### config.mk
export PLATFORM = sky130hd
export DESIGN_NAME = command_frame_receiver_core
export DESIGN_NICKNAME = d
export VERILOG_FILES = /design/src/hw/rtl/cfrc_pkg.sv /design/src/hw/rtl/command_frame_receiver_core.sv /design/src/hw/rtl/cfrc_front.sv /design/src/hw/rtl/cfrc_queue.sv /design/src/hw/rtl/cfrc_back.sv
export SDC_FILE = /design/constraint.sdc
export NUM_CORES = 2
export LEC_CHECK = 0
export BUFFER_PORTS_ARGS = -buffer_cell sky130_fd_sc_hd__buf_2
export CORE_ASPECT_RATIO = 0.5
export CORE_MARGIN = 1
export CORE_UTILIZATION = 40
export CTS_BUF_LIST = sky130_fd_sc_hd__clkbuf_8
export DETAILED_ROUTE_END_ITERATION = 10
export SETUP_SLACK_MARGIN = 0.15
export SYNTH_ARGS = -nofsm -noshare
export SYNTH_HDL_FRONTEND = slang
export SYNTH_HIERARCHICAL = 1
export SYNTH_SLANG_ARGS = --single-unit
### constraint.sdc
create_clock -name clock -period 14.3 [get_ports clock]
set_clock_uncertainty 0.1 [all_clocks]
set_input_delay 1.43 -clock clock [delete_from_list [all_inputs] [get_ports clock]]
set_output_delay 1.43 -clock clock [all_outputs]
set_load 0.005 [all_outputs]
### src/hw/rtl/cfrc_pkg.sv
// Shared types and constants for the command frame receiver.
// Used by cfrc_front, cfrc_queue, cfrc_back and command_frame_receiver_core.
`timescale 1ns / 1ps
`default_nettype none

package cfrc_pkg;

   // Input beat kinds.
   localparam logic [1:0] MODE_BYTE   = 2'd0;
   localparam logic [1:0] MODE_TICK   = 2'd1;
   localparam logic [1:0] MODE_TABLE  = 2'd2;
   localparam logic [1:0] MODE_DETACH = 2'd3;

   // Jobs handed from the front to the back.
   localparam logic [1:0] JOB_STORE = 2'd0;
   localparam logic [1:0] JOB_ACK   = 2'd1;
   localparam logic [1:0] JOB_NAK   = 2'd2;

   localparam logic [7:0]  ACK_CODE      = 8'hA0;
   localparam logic [7:0]  NAK_CODE      = 8'hA1;
   localparam logic [7:0]  NAK_FILL      = 8'h00;
   localparam logic [5:0]  CHECK_BYTES   = 6'd2;
   localparam logic [31:0] TIMEOUT_RESET = 32'd200000000;

   localparam int LEN_W       = 5;
   localparam int QUEUE_DEPTH = 4;
   localparam int QUEUE_AW    = 2;

   typedef struct packed {
      logic [1:0]       kind;
      logic [7:0]       data;   // payload byte, or header for a frame end
      logic [LEN_W-1:0] idx;    // store index, or payload count for a frame end
   } job_type;

endpackage

`default_nettype wire

### src/hw/rtl/command_frame_receiver_core.sv
// Command frame receiver. Every request beat passes the front end as a table read, then an
// update; the front takes no new beat until the update is done. With the queue and back end
// idle, the frame-end beat passes the front's beat register, a queue slot, the back end's
// state and output registers before the first reply beat is valid. Replies then leave at
// one per cycle while rsp_ready is high; payload beats are paced by the store's registered read.
// Reset is synchronous: it clears all command table entries to invalid, the frame state and
// the queue, and loads the timeout with 200000000 ticks; the payload store is not cleared.
`timescale 1ns / 1ps
`default_nettype none

module command_frame_receiver_core
   import cfrc_pkg::*;
#(
   parameter int FRAME_BYTES = 32
) (
   input  wire logic             clock,
   input  wire logic             reset,
   input  wire logic             req_valid,
   output logic                  req_ready,
   input  wire logic [1:0]       req_mode,
   input  wire logic [7:0]       req_data_byte,
   input  wire logic             req_entry_valid,
   input  wire logic [LEN_W-1:0] req_entry_length,
   output logic                  rsp_valid,
   input  wire logic             rsp_ready,
   output logic                  rsp_channel,
   output logic [7:0]            rsp_out_byte,
   output logic                  rsp_last,
   input  wire logic             csr_valid,
   output logic                  csr_ready,
   input  wire logic [31:0]      csr_timeout_ticks
);

   // Longest payload a table entry may declare; longer writes are clamped to it.
   localparam int PAYLOAD_MAX = ((FRAME_BYTES - 3) < 29) ? (FRAME_BYTES - 3) : 29;

   logic    q_push;
   logic    q_pop;
   logic    q_full;
   logic    q_empty;
   job_type push_job;
   job_type pop_job;

   // The timeout register can always take a write beat.
   assign csr_ready = 1'b1;

   // Front end: classifies each beat, tracks the running frame and its checksum, and
   // queues one store job per payload byte plus an ack or nak job at frame end.
   cfrc_front #(
      .PAYLOAD_MAX(PAYLOAD_MAX)
   ) u_front (
      .clock            (clock),
      .reset            (reset),
      .req_valid        (req_valid),
      .req_ready        (req_ready),
      .req_mode         (req_mode),
      .req_data_byte    (req_data_byte),
      .req_entry_valid  (req_entry_valid),
      .req_entry_length (req_entry_length),
      .csr_valid        (csr_valid),
      .csr_timeout_ticks(csr_timeout_ticks),
      .q_full           (q_full),
      .q_push           (q_push),
      .q_job            (push_job)
   );

   // Jobs run in order, so payload writes of a new frame never overtake the emission of
   // the previous frame's payload.
   cfrc_queue u_queue (
      .clock    (clock),
      .reset    (reset),
      .push     (q_push),
      .push_job (push_job),
      .full     (q_full),
      .pop      (q_pop),
      .pop_job  (pop_job),
      .empty    (q_empty)
   );

   // Back end: stores payload bytes and plays out replies and accepted commands through
   // its output register.
   cfrc_back #(
      .STORE_DEPTH(PAYLOAD_MAX)
   ) u_back (
      .clock       (clock),
      .reset       (reset),
      .q_empty     (q_empty),
      .q_job       (pop_job),
      .q_pop       (q_pop),
      .rsp_valid   (rsp_valid),
      .rsp_ready   (rsp_ready),
      .rsp_channel (rsp_channel),
      .rsp_out_byte(rsp_out_byte),
      .rsp_last    (rsp_last)
   );

`ifndef SYNTHESIS
   a_no_overflow: assert property (@(posedge clock) disable iff (reset)
      q_push |-> !q_full)
      else $error("job queue pushed while full");

   a_no_underflow: assert property (@(posedge clock) disable iff (reset)
      q_pop |-> !q_empty)
      else $error("job queue popped while empty");

   a_front_pacing: assert property (@(posedge clock) disable iff (reset)
      (req_valid && req_ready) |=> !req_ready)
      else $error("front end took a beat while still processing the previous one");
`endif

endmodule

`default_nettype wire

### src/hw/rtl/cfrc_front.sv
// Front end: accepts beats, keeps the command table, frame tracking, checksum and timeout.
// Depends on cfrc_pkg; pushes store and frame-end jobs into cfrc_queue.
`timescale 1ns / 1ps
`default_nettype none

module cfrc_front
   import cfrc_pkg::*;
#(
   parameter int PAYLOAD_MAX = 29
) (
   input  wire logic              clock,
   input  wire logic              reset,
   input  wire logic              req_valid,
   output logic                   req_ready,
   input  wire logic [1:0]        req_mode,
   input  wire logic [7:0]        req_data_byte,
   input  wire logic              req_entry_valid,
   input  wire logic [LEN_W-1:0]  req_entry_length,
   input  wire logic              csr_valid,
   input  wire logic [31:0]       csr_timeout_ticks,
   input  wire logic              q_full,
   output logic                   q_push,
   output job_type                q_job
);

   localparam logic F_ACCEPT = 1'b0;
   localparam logic F_PROC   = 1'b1;

   logic             state_ff, state_in;
   logic [1:0]       mode_ff;
   logic [7:0]       byte_ff;
   logic [255:0]     valid_ff;
   logic [LEN_W-1:0] len_mem [0:255];
   logic [LEN_W-1:0] len_rd_ff;
   logic             vld_rd_ff;
   logic [5:0]       expected_ff, expected_in;
   logic [7:0]       header_ff, header_in;
   logic [LEN_W-1:0] fill_ff, fill_in;
   logic [15:0]      sum_ff, sum_in;
   logic [7:0]       hi_ff, hi_in;
   logic [31:0]      idle_ff, idle_in;
   logic [31:0]      timeout_ff;
   logic             accept;
   logic [LEN_W-1:0] len_sat;
   logic [31:0]      idle_inc;

   assign req_ready = (state_ff == F_ACCEPT) && !q_full;
   assign accept    = req_valid && req_ready;
   assign len_sat   = (req_entry_length > LEN_W'(PAYLOAD_MAX)) ?
                      LEN_W'(PAYLOAD_MAX) : req_entry_length;
   assign idle_inc  = (idle_ff == '1) ? idle_ff : idle_ff + 32'd1;

   // Table lengths: one write port, registered read at the accept edge.
   always_ff @(posedge clock) begin
      if (accept && req_mode == MODE_TABLE) begin
         len_mem[req_data_byte] <= len_sat;
      end
      if (accept) begin
         len_rd_ff <= len_mem[req_data_byte];
         vld_rd_ff <= valid_ff[req_data_byte];
         mode_ff   <= req_mode;
         byte_ff   <= req_data_byte;
      end
   end

   always_ff @(posedge clock) begin
      if (reset) begin
         valid_ff <= '0;
      end else if (accept && req_mode == MODE_TABLE) begin
         valid_ff[req_data_byte] <= req_entry_valid;
      end
   end

   always_comb begin
      state_in    = state_ff;
      expected_in = expected_ff;
      header_in   = header_ff;
      fill_in     = fill_ff;
      sum_in      = sum_ff;
      hi_in       = hi_ff;
      idle_in     = idle_ff;
      q_push      = 1'b0;
      q_job.kind  = JOB_STORE;
      q_job.data  = byte_ff;
      q_job.idx   = fill_ff;
      case (state_ff)
         F_ACCEPT: begin
            if (accept) begin
               state_in = F_PROC;
            end
         end
         F_PROC: begin
            state_in = F_ACCEPT;
            case (mode_ff)
               MODE_BYTE: begin
                  idle_in = '0;
                  if (expected_ff == 6'd0) begin
                     if (vld_rd_ff) begin
                        header_in   = byte_ff;
                        sum_in      = {8'd0, byte_ff};
                        fill_in     = '0;
                        expected_in = {1'b0, len_rd_ff} + CHECK_BYTES;
                     end
                  end else if (expected_ff > CHECK_BYTES) begin
                     q_push      = 1'b1;
                     fill_in     = fill_ff + LEN_W'(1);
                     sum_in      = sum_ff + {8'd0, byte_ff};
                     expected_in = expected_ff - 6'd1;
                  end else if (expected_ff == CHECK_BYTES) begin
                     hi_in       = byte_ff;
                     expected_in = expected_ff - 6'd1;
                  end else begin
                     q_push      = 1'b1;
                     q_job.kind  = (sum_ff == {hi_ff, byte_ff}) ? JOB_ACK : JOB_NAK;
                     q_job.data  = header_ff;
                     expected_in = '0;
                     fill_in     = '0;
                     idle_in     = '0;
                  end
               end
               MODE_TICK: begin
                  if (expected_ff != 6'd0) begin
                     idle_in = idle_inc;
                     if (idle_inc > timeout_ff) begin
                        expected_in = '0;
                        fill_in     = '0;
                        idle_in     = '0;
                     end
                  end else begin
                     idle_in = '0;
                  end
               end
               MODE_DETACH: begin
                  expected_in = '0;
                  fill_in     = '0;
                  idle_in     = '0;
               end
               default: begin
               end
            endcase
         end
         default: begin
            state_in = F_ACCEPT;
         end
      endcase
   end

   always_ff @(posedge clock) begin
      if (reset) begin
         state_ff    <= F_ACCEPT;
         expected_ff <= '0;
         header_ff   <= '0;
         fill_ff     <= '0;
         sum_ff      <= '0;
         hi_ff       <= '0;
         idle_ff     <= '0;
         timeout_ff  <= TIMEOUT_RESET;
      end else begin
         state_ff    <= state_in;
         expected_ff <= expected_in;
         header_ff   <= header_in;
         fill_ff     <= fill_in;
         sum_ff      <= sum_in;
         hi_ff       <= hi_in;
         idle_ff     <= idle_in;
         if (csr_valid) begin
            timeout_ff <= csr_timeout_ticks;
         end
      end
   end

endmodule

`default_nettype wire

### src/hw/rtl/cfrc_queue.sv
// Short job queue between the front and the back of the receiver.
// Depends on cfrc_pkg for the job type and depth.
`timescale 1ns / 1ps
`default_nettype none

module cfrc_queue
   import cfrc_pkg::*;
(
   input  wire logic    clock,
   input  wire logic    reset,
   input  wire logic    push,
   input  wire job_type push_job,
   output logic         full,
   input  wire logic    pop,
   output job_type      pop_job,
   output logic         empty
);

   job_type             slot_ff [0:QUEUE_DEPTH-1];
   logic [QUEUE_AW-1:0] wr_ptr_ff;
   logic [QUEUE_AW-1:0] rd_ptr_ff;
   logic [QUEUE_AW:0]   count_ff;

   assign full    = (count_ff == (QUEUE_AW+1)'(QUEUE_DEPTH));
   assign empty   = (count_ff == '0);
   assign pop_job = slot_ff[rd_ptr_ff];

   always_ff @(posedge clock) begin
      if (push) begin
         slot_ff[wr_ptr_ff] <= push_job;
      end
   end

   always_ff @(posedge clock) begin
      if (reset) begin
         wr_ptr_ff <= '0;
         rd_ptr_ff <= '0;
         count_ff  <= '0;
      end else begin
         if (push) begin
            wr_ptr_ff <= wr_ptr_ff + QUEUE_AW'(1);
         end
         if (pop) begin
            rd_ptr_ff <= rd_ptr_ff + QUEUE_AW'(1);
         end
         if (push && !pop) begin
            count_ff <= count_ff + (QUEUE_AW+1)'(1);
         end else if (pop && !push) begin
            count_ff <= count_ff - (QUEUE_AW+1)'(1);
         end
      end
   end

endmodule

`default_nettype wire

### src/hw/rtl/cfrc_back.sv
// Back end: holds the payload store and emits reply and command beats from queued jobs.
// Depends on cfrc_pkg; pops jobs from cfrc_queue and drives the result register.
`timescale 1ns / 1ps
`default_nettype none

module cfrc_back
   import cfrc_pkg::*;
#(
   parameter int STORE_DEPTH = 29
) (
   input  wire logic  clock,
   input  wire logic  reset,
   input  wire logic  q_empty,
   input  wire job_type q_job,
   output logic       q_pop,
   output logic       rsp_valid,
   input  wire logic  rsp_ready,
   output logic       rsp_channel,
   output logic [7:0] rsp_out_byte,
   output logic       rsp_last
);

   localparam int STORE_AW = (STORE_DEPTH > 1) ? $clog2(STORE_DEPTH) : 1;

   localparam logic [2:0] B_IDLE  = 3'd0;
   localparam logic [2:0] B_REPLY = 3'd1;
   localparam logic [2:0] B_HDR   = 3'd2;
   localparam logic [2:0] B_RD    = 3'd3;
   localparam logic [2:0] B_PAY   = 3'd4;

   logic [7:0]       store_mem [0:STORE_DEPTH-1];
   logic [7:0]       rd_ff;
   logic [2:0]       state_ff, state_in;
   logic             ack_ff, ack_in;
   logic [7:0]       hdr_ff, hdr_in;
   logic [LEN_W-1:0] cnt_ff, cnt_in;
   logic [1:0]       step_ff, step_in;
   logic [LEN_W-1:0] pidx_ff, pidx_in;
   logic             valid_ff, valid_in;
   logic             channel_ff, channel_in;
   logic [7:0]       byte_ff, byte_in;
   logic             last_ff, last_in;
   logic             out_free;
   logic [8:0]       reply_sum;
   logic [7:0]       reply_byte;
   logic             reply_last;
   logic             pay_last;

   assign out_free     = !valid_ff || rsp_ready;
   assign reply_sum    = {1'b0, hdr_ff} + {1'b0, ACK_CODE};
   assign pay_last     = (pidx_ff + LEN_W'(1)) == cnt_ff;
   assign rsp_valid    = valid_ff;
   assign rsp_channel  = channel_ff;
   assign rsp_out_byte = byte_ff;
   assign rsp_last     = last_ff;

   always_comb begin
      reply_last = 1'b0;
      if (ack_ff) begin
         reply_last = (step_ff == 2'd3);
         case (step_ff)
            2'd0:    reply_byte = ACK_CODE;
            2'd1:    reply_byte = hdr_ff;
            2'd2:    reply_byte = {7'd0, reply_sum[8]};
            default: reply_byte = reply_sum[7:0];
         endcase
      end else begin
         reply_last = (step_ff == 2'd2);
         case (step_ff)
            2'd1:    reply_byte = NAK_FILL;
            default: reply_byte = NAK_CODE;
         endcase
      end
   end

   // Payload store: written by store jobs, read one entry per cycle.
   always_ff @(posedge clock) begin
      if (q_pop && q_job.kind == JOB_STORE) begin
         store_mem[q_job.idx[STORE_AW-1:0]] <= q_job.data;
      end
      rd_ff <= store_mem[pidx_ff[STORE_AW-1:0]];
   end

   always_comb begin
      state_in   = state_ff;
      ack_in     = ack_ff;
      hdr_in     = hdr_ff;
      cnt_in     = cnt_ff;
      step_in    = step_ff;
      pidx_in    = pidx_ff;
      q_pop      = 1'b0;
      valid_in   = valid_ff && !rsp_ready;
      channel_in = channel_ff;
      byte_in    = byte_ff;
      last_in    = last_ff;
      case (state_ff)
         B_IDLE: begin
            if (!q_empty) begin
               q_pop   = 1'b1;
               hdr_in  = q_job.data;
               cnt_in  = q_job.idx;
               step_in = '0;
               case (q_job.kind)
                  JOB_ACK: begin
                     ack_in   = 1'b1;
                     state_in = B_REPLY;
                  end
                  JOB_NAK: begin
                     ack_in   = 1'b0;
                     state_in = B_REPLY;
                  end
                  default: begin
                  end
               endcase
            end
         end
         B_REPLY: begin
            if (out_free) begin
               valid_in   = 1'b1;
               channel_in = 1'b0;
               byte_in    = reply_byte;
               last_in    = reply_last;
               if (reply_last) begin
                  state_in = ack_ff ? B_HDR : B_IDLE;
               end else begin
                  step_in = step_ff + 2'd1;
               end
            end
         end
         B_HDR: begin
            if (out_free) begin
               valid_in   = 1'b1;
               channel_in = 1'b1;
               byte_in    = hdr_ff;
               last_in    = (cnt_ff == '0);
               pidx_in    = '0;
               state_in   = (cnt_ff == '0) ? B_IDLE : B_RD;
            end
         end
         B_RD: begin
            state_in = B_PAY;
         end
         B_PAY: begin
            if (out_free) begin
               valid_in   = 1'b1;
               channel_in = 1'b1;
               byte_in    = rd_ff;
               last_in    = pay_last;
               if (pay_last) begin
                  state_in = B_IDLE;
               end else begin
                  pidx_in  = pidx_ff + LEN_W'(1);
                  state_in = B_RD;
               end
            end
         end
         default: begin
            state_in = B_IDLE;
         end
      endcase
   end

   always_ff @(posedge clock) begin
      channel_ff <= channel_in;
      byte_ff    <= byte_in;
      last_ff    <= last_in;
      hdr_ff     <= hdr_in;
      cnt_ff     <= cnt_in;
      ack_ff     <= ack_in;
   end

   always_ff @(posedge clock) begin
      if (reset) begin
         state_ff <= B_IDLE;
         step_ff  <= '0;
         pidx_ff  <= '0;
         valid_ff <= 1'b0;
      end else begin
         state_ff <= state_in;
         step_ff  <= step_in;
         pidx_ff  <= pidx_in;
         valid_ff <= valid_in;
      end
   end

endmodule

`default_nettype wire
Yosys cells after proc, flatten, opt, wreduce, memory -nomap -nowiden:

Memory sizes are Yosys's and may differ from the RTL's. A register that Yosys moved wholly into a read port is not among the register bits.
Cells that the tools add are included.

* input bits: 53
* output and inout port bits: 13
* memory bits (read-only): 0
* register bits after elaboration: 417
* word-level logic and storage cells: 216
* RAM bits: 1572
* memories: 3
* latch bits: 0

Memory list
* u_front.len_mem: depth 256, width 5, rd ports 1, clocked after memory_dff 1, wr ports 1, RTL line cfrc_front.sv:33 `logic [LEN_W-1:0] len_mem [0:255];`
* u_back.store_mem: depth 29, width 8, rd ports 1, clocked after memory_dff 1, wr ports 1, RTL line cfrc_back.sv:31 `logic [7:0] store_mem [0:STORE_DEPTH-1];`
* u_queue.slot_ff: depth 4, width 15, rd ports 1, clocked after memory_dff 1, wr ports 1, RTL line cfrc_queue.sv:19 `job_type slot_ff [0:QUEUE_DEPTH-1];`

* reductions and logical operators: 48
* multipliers: 0
* bitwise logic cells: 4
* add/subtract/negate cells: 12
* order comparisons: 5
* divide/modulo/power cells: 0
* shift operators: 0
* mux-type cells: 88
* equality and inequality tests: 31

Operators by type and width (count)
* bitwise mux 256 bit: 1
* 2-to-1 mux 32 bit: 3
* case mux 32 bit (2 select lines): 1
* 2-to-1 mux 10 bit: 5
* 2-to-1 mux 5 bit: 10
* 2-to-1 mux 16 bit: 3
* case mux 8 bit (3 select lines): 2
* 2-to-1 mux 8 bit: 5
* 2-to-1 mux 6 bit: 6
* adder 32 x 1 -> 32 bit (second input constant): 1
* == test 32 bit (second input constant): 1
* > comparator 32 bit: 1
* 2-to-1 mux 1 bit: 24
* 2-to-1 mux 3 bit: 8
* AND reduction 4 bit: 5
* 2-to-1 mux 2 bit: 9
* case mux 6 bit (3 select lines): 1
* adder 16 x 8 -> 16 bit: 1
* == test 16 bit: 1
* != test 2 x 1 -> 1 bit (second input constant): 8
* case mux 3 bit (5 select lines): 1
* case mux 5 bit (3 select lines): 1
* nonzero test 2 bit: 7
* AND reduction 6 bit: 2
* 42 further kinds: 81

Depth between registers and ports, before layout:

* word-level depth: 10
* mapped depth: 20
* gate-level depth less buffers: 16

Hierarchy:

The synthesis kept the hierarchy.

By module, submodules not included
* cfrc_front: seq. area each 46204.3 sq um, instances 1, area each 67676.2 sq um, cells each 4341
* cfrc_back: seq. area each 8067.7 sq um, instances 1, area each 11220.8 sq um, cells each 601
* cfrc_queue: seq. area each 1981.9 sq um, instances 1, area each 2623.8 sq um, cells each 122
* command_frame_receiver_core: seq. area each 0.0 sq um, instances 1, area each 11.3 sq um, cells each 2

Worst setup path after synthesis:

No wires, ideal clock.

* path kind: in2reg
* from: input req_entry_length[3]
* to: memory u_front.len_mem[0][1], data pin
* setup slack: 3.348 ns
* library setup time: 1.744 ns
* stages: 1
* arrival: 9.109 ns
* buffers on the path: 0
* data required time: 12.456 ns
* cells stage by stage: a31oi_1

* cells in the longest elaborated chain, start to end: 2

RTL lines
* start, declared: RTL line command_frame_receiver_core.sv:23 `input wire logic [LEN_W-1:0] req_entry_length,`
* > comparator 5 bit: RTL line cfrc_front.sv:49 `assign len_sat = (req_entry_length > LEN_W'(PAYLOAD_MAX)) ?`
* 2-to-1 mux 5 bit: RTL line cfrc_front.sv:49
* end, declared: RTL line cfrc_front.sv:33

No other way between the ends.

Worst setup path after layout:

* from: register u_front.idle_ff[2]
* to: register u_front.fill_ff[0]

* cells in the longest elaborated chain, start to end: 5
* elaborated cells between the ends (all ways): 6
* classes of those cells: add/sub (1); order compare (1); eq/ne (2); mux (1); reduce/logical (1)

RTL lines
* start, declared: RTL line cfrc_front.sv:41 `logic [31:0] idle_ff, idle_in;`
* start signal, assigned: RTL line cfrc_front.sv:165 `idle_ff <= idle_in;`
* adder 32 x 1 -> 32 bit / == test 32 bit (equally long branches): RTL line cfrc_front.sv:51 `assign idle_inc = (idle_ff == '1) ? idle_ff : idle_ff + 32'd1;`
* 2-to-1 mux 32 bit (*): RTL line cfrc_front.sv:51
* > comparator 32 bit (*): RTL line cfrc_front.sv:124 `if (idle_inc > timeout_ff) begin`
* != test 2 x 1 -> 1 bit (no line) (*)
* AND reduction 6 bit (no line) (*)
* end signal, assigned: RTL line cfrc_front.sv:162 `fill_ff <= fill_in;`
* end, declared: RTL line cfrc_front.sv:38 `logic [LEN_W-1:0] fill_ff, fill_in;`

Every way passes the cells marked *; elsewhere a longest branch is shown, timed or not.
A chain may end at the register's enable or synchronous reset.

==> results by group <==
Status
  – Status: finished with violations
  – Failing checks: DRC

Clock tree
  – Post-CTS Hold Buffers: 0
  – CTS sink cnt: 2004
  – Reg clk slew, reported paths: ~60 ps
  – CTS Buffer Depth: 4
  – Worst skew pair latency: 890 ps
  – CTS resizes: 0
  – Total clock buffers created by CTS: 303
  – # Post-CTS Setup Buffers: 0
  – CTS HTree Levels: 5
  – Clk root buf: clkbuf_8
  – CTS tree: built

Routing
  – DRT iter0 DRCs: 5243
  – DRT Pass-1 Iters: 9
  – Detailed Route WL: 207000 um
  – Vias per Instance: 5.77
  – Routed Antenna Nets: 0
  – Drt drc: 12
  – Via count: roughly 47000
  – Routed WL per cell: 25.5 um

Power and ir drop
  – Sequential share of power: 54.7%
  – P_leak: around 29 nW
  – Internal power: 0.00909 W
  – Gate power share: 7.0%
  – Clk pwr share: 38.3%
  – Worst IR Drop VDD: 74.0 uV
  – PwrDens: 132 nW/um^2
  – Power Total: 0.0120 W
  – Switching Fraction: 24.0%
  – P_sw: between 0.002 and 0.003 W

Yosys
  – Adder-cell share of the synthesized area: under 10%
  – Number of synthesized flops with an enable pin: 1612
  – Post-synth net total: around 5200
  – Syn avg cell area: 16.1 sq um
  – Sequential area share after synthesis: around 70%
  – Largest family of logic cells by synthesized area: multiplexers
  – Mux contribution to synthesized area: 15.4%
  – Synth async-reset ratio: 0%
  – Flops & latches, synth: 2004
  – Library cells used by synthesis: between 70 and 80
  – Simple-Gate Fraction of Synth Area: around 5.5%
  – Cells after synthesis: 5066
  – Compound-Gate Fraction of Synth Area: under 10%
  – Yosys Warn Count: 6
  – Main flop type after synthesis: edfxtp_1
  – Synthesized cell area: 81500 sq um
  – XOR/XNOR Fraction of Synth Area: 0.709%

Layout
  – Most frequent cells in the layout: 1612 x edfxtp_1, 492 x mux4_2, 404 x nor2_1, 391 x nand2_1, 390 x dfxtp_1
  – Fraction of layout cells with a size suffix above 1: 20.6%
  – Commonest non-fill, non-tap cell in the layout: edfxtp_1
  – Area Growth Syn to Fin: 10.8%
  – Final #Nets: 5283

Global routing
  – Global Route Usage Sum: 19.9%
  – Wire length of the first global-routing pass: 306000 um
  – Largest net degree at the start of global routing: 115
  – Initial antenna violation count: 7
  – Number of global-route vias before repair: 46900
  – Grt ovf: 0

Critical path
  – WP data required: 14940 ps
  – Reg2reg start: u_front/idle_ff[2]
  – Critical R2R Capture: u_front/fill_ff[0]
  – Reg2Reg Depth: 15
  – Reg2reg setup slack: 8930 ps
  – CP Class: register to register
  – Crit-path max FO: 7
  – Setup crit start kind: register
  – Nature of the critical path endpoint: register
  – Critical path arrival: 6010 ps

Floorplan
  – Boundary Pins: 66
  – Die Area: between 200000 and 250000 sq um
  – Die Wd: 640 um
  – Core box area: 201000 sq um
  – Chip height: 321 um
  – Number of core rows: around 120
  – Starting Density: 40.5%

Placed design
  – Routability Congestion: 0.821
  – Final HPWL DP: between 100000 and 150000 um
  – IO Port Bufs: 64
  – Pre-CTS setup slack: 8000 ps

STA
  – Actual slew at the worst max-slew pin: 1200 ps
  – Setup violators final: 0
  – Setup TNS: 0 ps
  – Crit path time final: 5370 ps
  – Worst Slack Setup Final: 8930 ps
  – Count of final max-slew check failures: 0
  – Period utilisation layout: 37.6%
  – Hold Violations, Final: 0
  – RSZ-0062 raised after global routing: false
  – Max_slew headroom: 19.6%
  – FMAX: 0.186 GHz

Min path
  – Hold worst-path end: u_front/header_ff[1]
  – Worst Hold Class: register to register
  – Hold path startpoint: u_front/header_ff[1]
  – Min-Delay Path Depth: 2

Flow run
  – Max-Cap Viols: 0
==> metal layers <==
layer | vias to the layer above | track usage (%) | part of all wire (%)
met5 | - | 0 | 0
met4 | 0 | 5.92 | 2.6
met3 | 377 | 4.05 | 8.1
met2 | 2049 | 32.2 | 48
met1 | 24400 | 27.3 | 42
li1 | 20000 | - | -
==> power groups by stage <==
| stage | clock network [W] | registers, W | logic, W |
|---|---|---|---|
| final | 0.00459 | 0.00654 | 0.000837 |
| after global routing | 0.00495 | 0.00655 | 0.000900 |
| after CTS | 0.00469 | 0.00654 | 0.000844 |
| after detailed placement | 0 | 0.00667 | 0.000841 |
| after global placement | 0 | 0.00666 | 0.000813 |
| after floorplan | 0 | 0.00665 | 0.000564 |
==> flip-flops by register name, indices dropped and copies added, names as in the netlist, 16 cells and up, named ones only <==
name / count
u_front/len_mem: 1280
u_front/valid_ff: 256
u_back/store_mem: 232
u_queue/slot_ff: 60
u_front/idle_ff: 32
u_front/timeout_ff: 32
u_front/sum_ff: 16
==> critical path, stage by stage, from the launching register on <==
cell and delay (ps):
dfxtp_1 440, and4_1 310, nand2_1 130, or4_1 580, o211ai_1 480, nor3_1 140, nand3_1 170, xnor2_1 90
ha_1 300, nand4_1 170, or4_1 650, nor3_1 280, or3_1 280, a31oi_1 160, nor3_1 730, o21ai_0 190
==> synth_stat cells, drive strengths merged (5+ instances only) <==
library cell,count,share of area [%]
edfxtp,1612,59
xor2,26,0.28
or2,7,0.054
a221oi,37,0.40
mux4,513,14
nand2b,14,0.11
and3,15,0.12
a21oi,326,2.0
o211ai,18,0.17
a211oi,15,0.14
nand4,25,0.19
a22oi,23,0.21
nor3,30,0.20
o22a,5,0.054
nand3,45,0.28
xnor2,40,0.43
a21o,10,0.092
o21ai,303,1.9
nor4,9,0.077
o32ai,5,0.054
a22o,47,0.50
a31oi,13,0.10
inv,74,0.34
o22ai,27,0.21
nor2,406,1.9
clkbuf,261,1.2
and4,6,0.064
dfxtp,392,9.6
mux2,21,0.29
ha,62,0.95
buf,87,0.68
or3,18,0.14
and2,14,0.11
mux2i,71,0.87
nor3b,8,0.092
nor2b,20,0.15
nand2,407,1.9
==> per-stage QoR <==
step / cells / utilization (%) / area, sq um / hold WS (ps)
3_5_place_dp: 7575 / 42.0 / 84500 / 347
2_1_floorplan: 5066 / - / 81500 / 326
4_1_cts: 8121 / 44.9 / 90400 / 357
6_report: 8123 / 44.9 / 90400 / 357
3_3_place_gp: 7575 / 42.0 / 84500 / 336
5_1_grt: 8122 / 44.9 / 90400 / 374
==> worst max-delay path by stage <==
stage,from,endpoint,slack [ps],cells past startpoint
3_5_place_dp,req_data_byte[0],u_front/len_rd_ff[1],8000,9
5_1_grt,u_front/idle_ff[14],u_front/fill_ff[0],8610,15
3_3_place_gp,req_data_byte[0],u_front/len_rd_ff[0],8020,10
6_report,u_front/idle_ff[2],u_front/fill_ff[0],8930,15
4_1_cts,req_data_byte[0],u_front/len_rd_ff[1],8970,9
2_1_floorplan,req_entry_length[3],u_front/len_mem[0][1],3350,1
==> final cells by class <==
class / count / area, sq um
fillers: 17400 / 111000
flip-flops and latches: 2004 / 56300
multi-input cells: 2639 / 23600
clock buffers: 340 / 4680
well taps: 2714 / 3400
clock inverters: 206 / 1150
repair buffers: 143 / 1020
inverters: 75 / 282
diodes: 2 / 5.00
==> logic make-up after synthesis <==
group | Yosys count
flops | 2004
simple gates | 1039
compound gates | 864
mux | 605
buf+inv | 423
xor+xnor | 66
fa+ha+maj | 64
other cells | 1
Power figures use the tool's default switching activity.
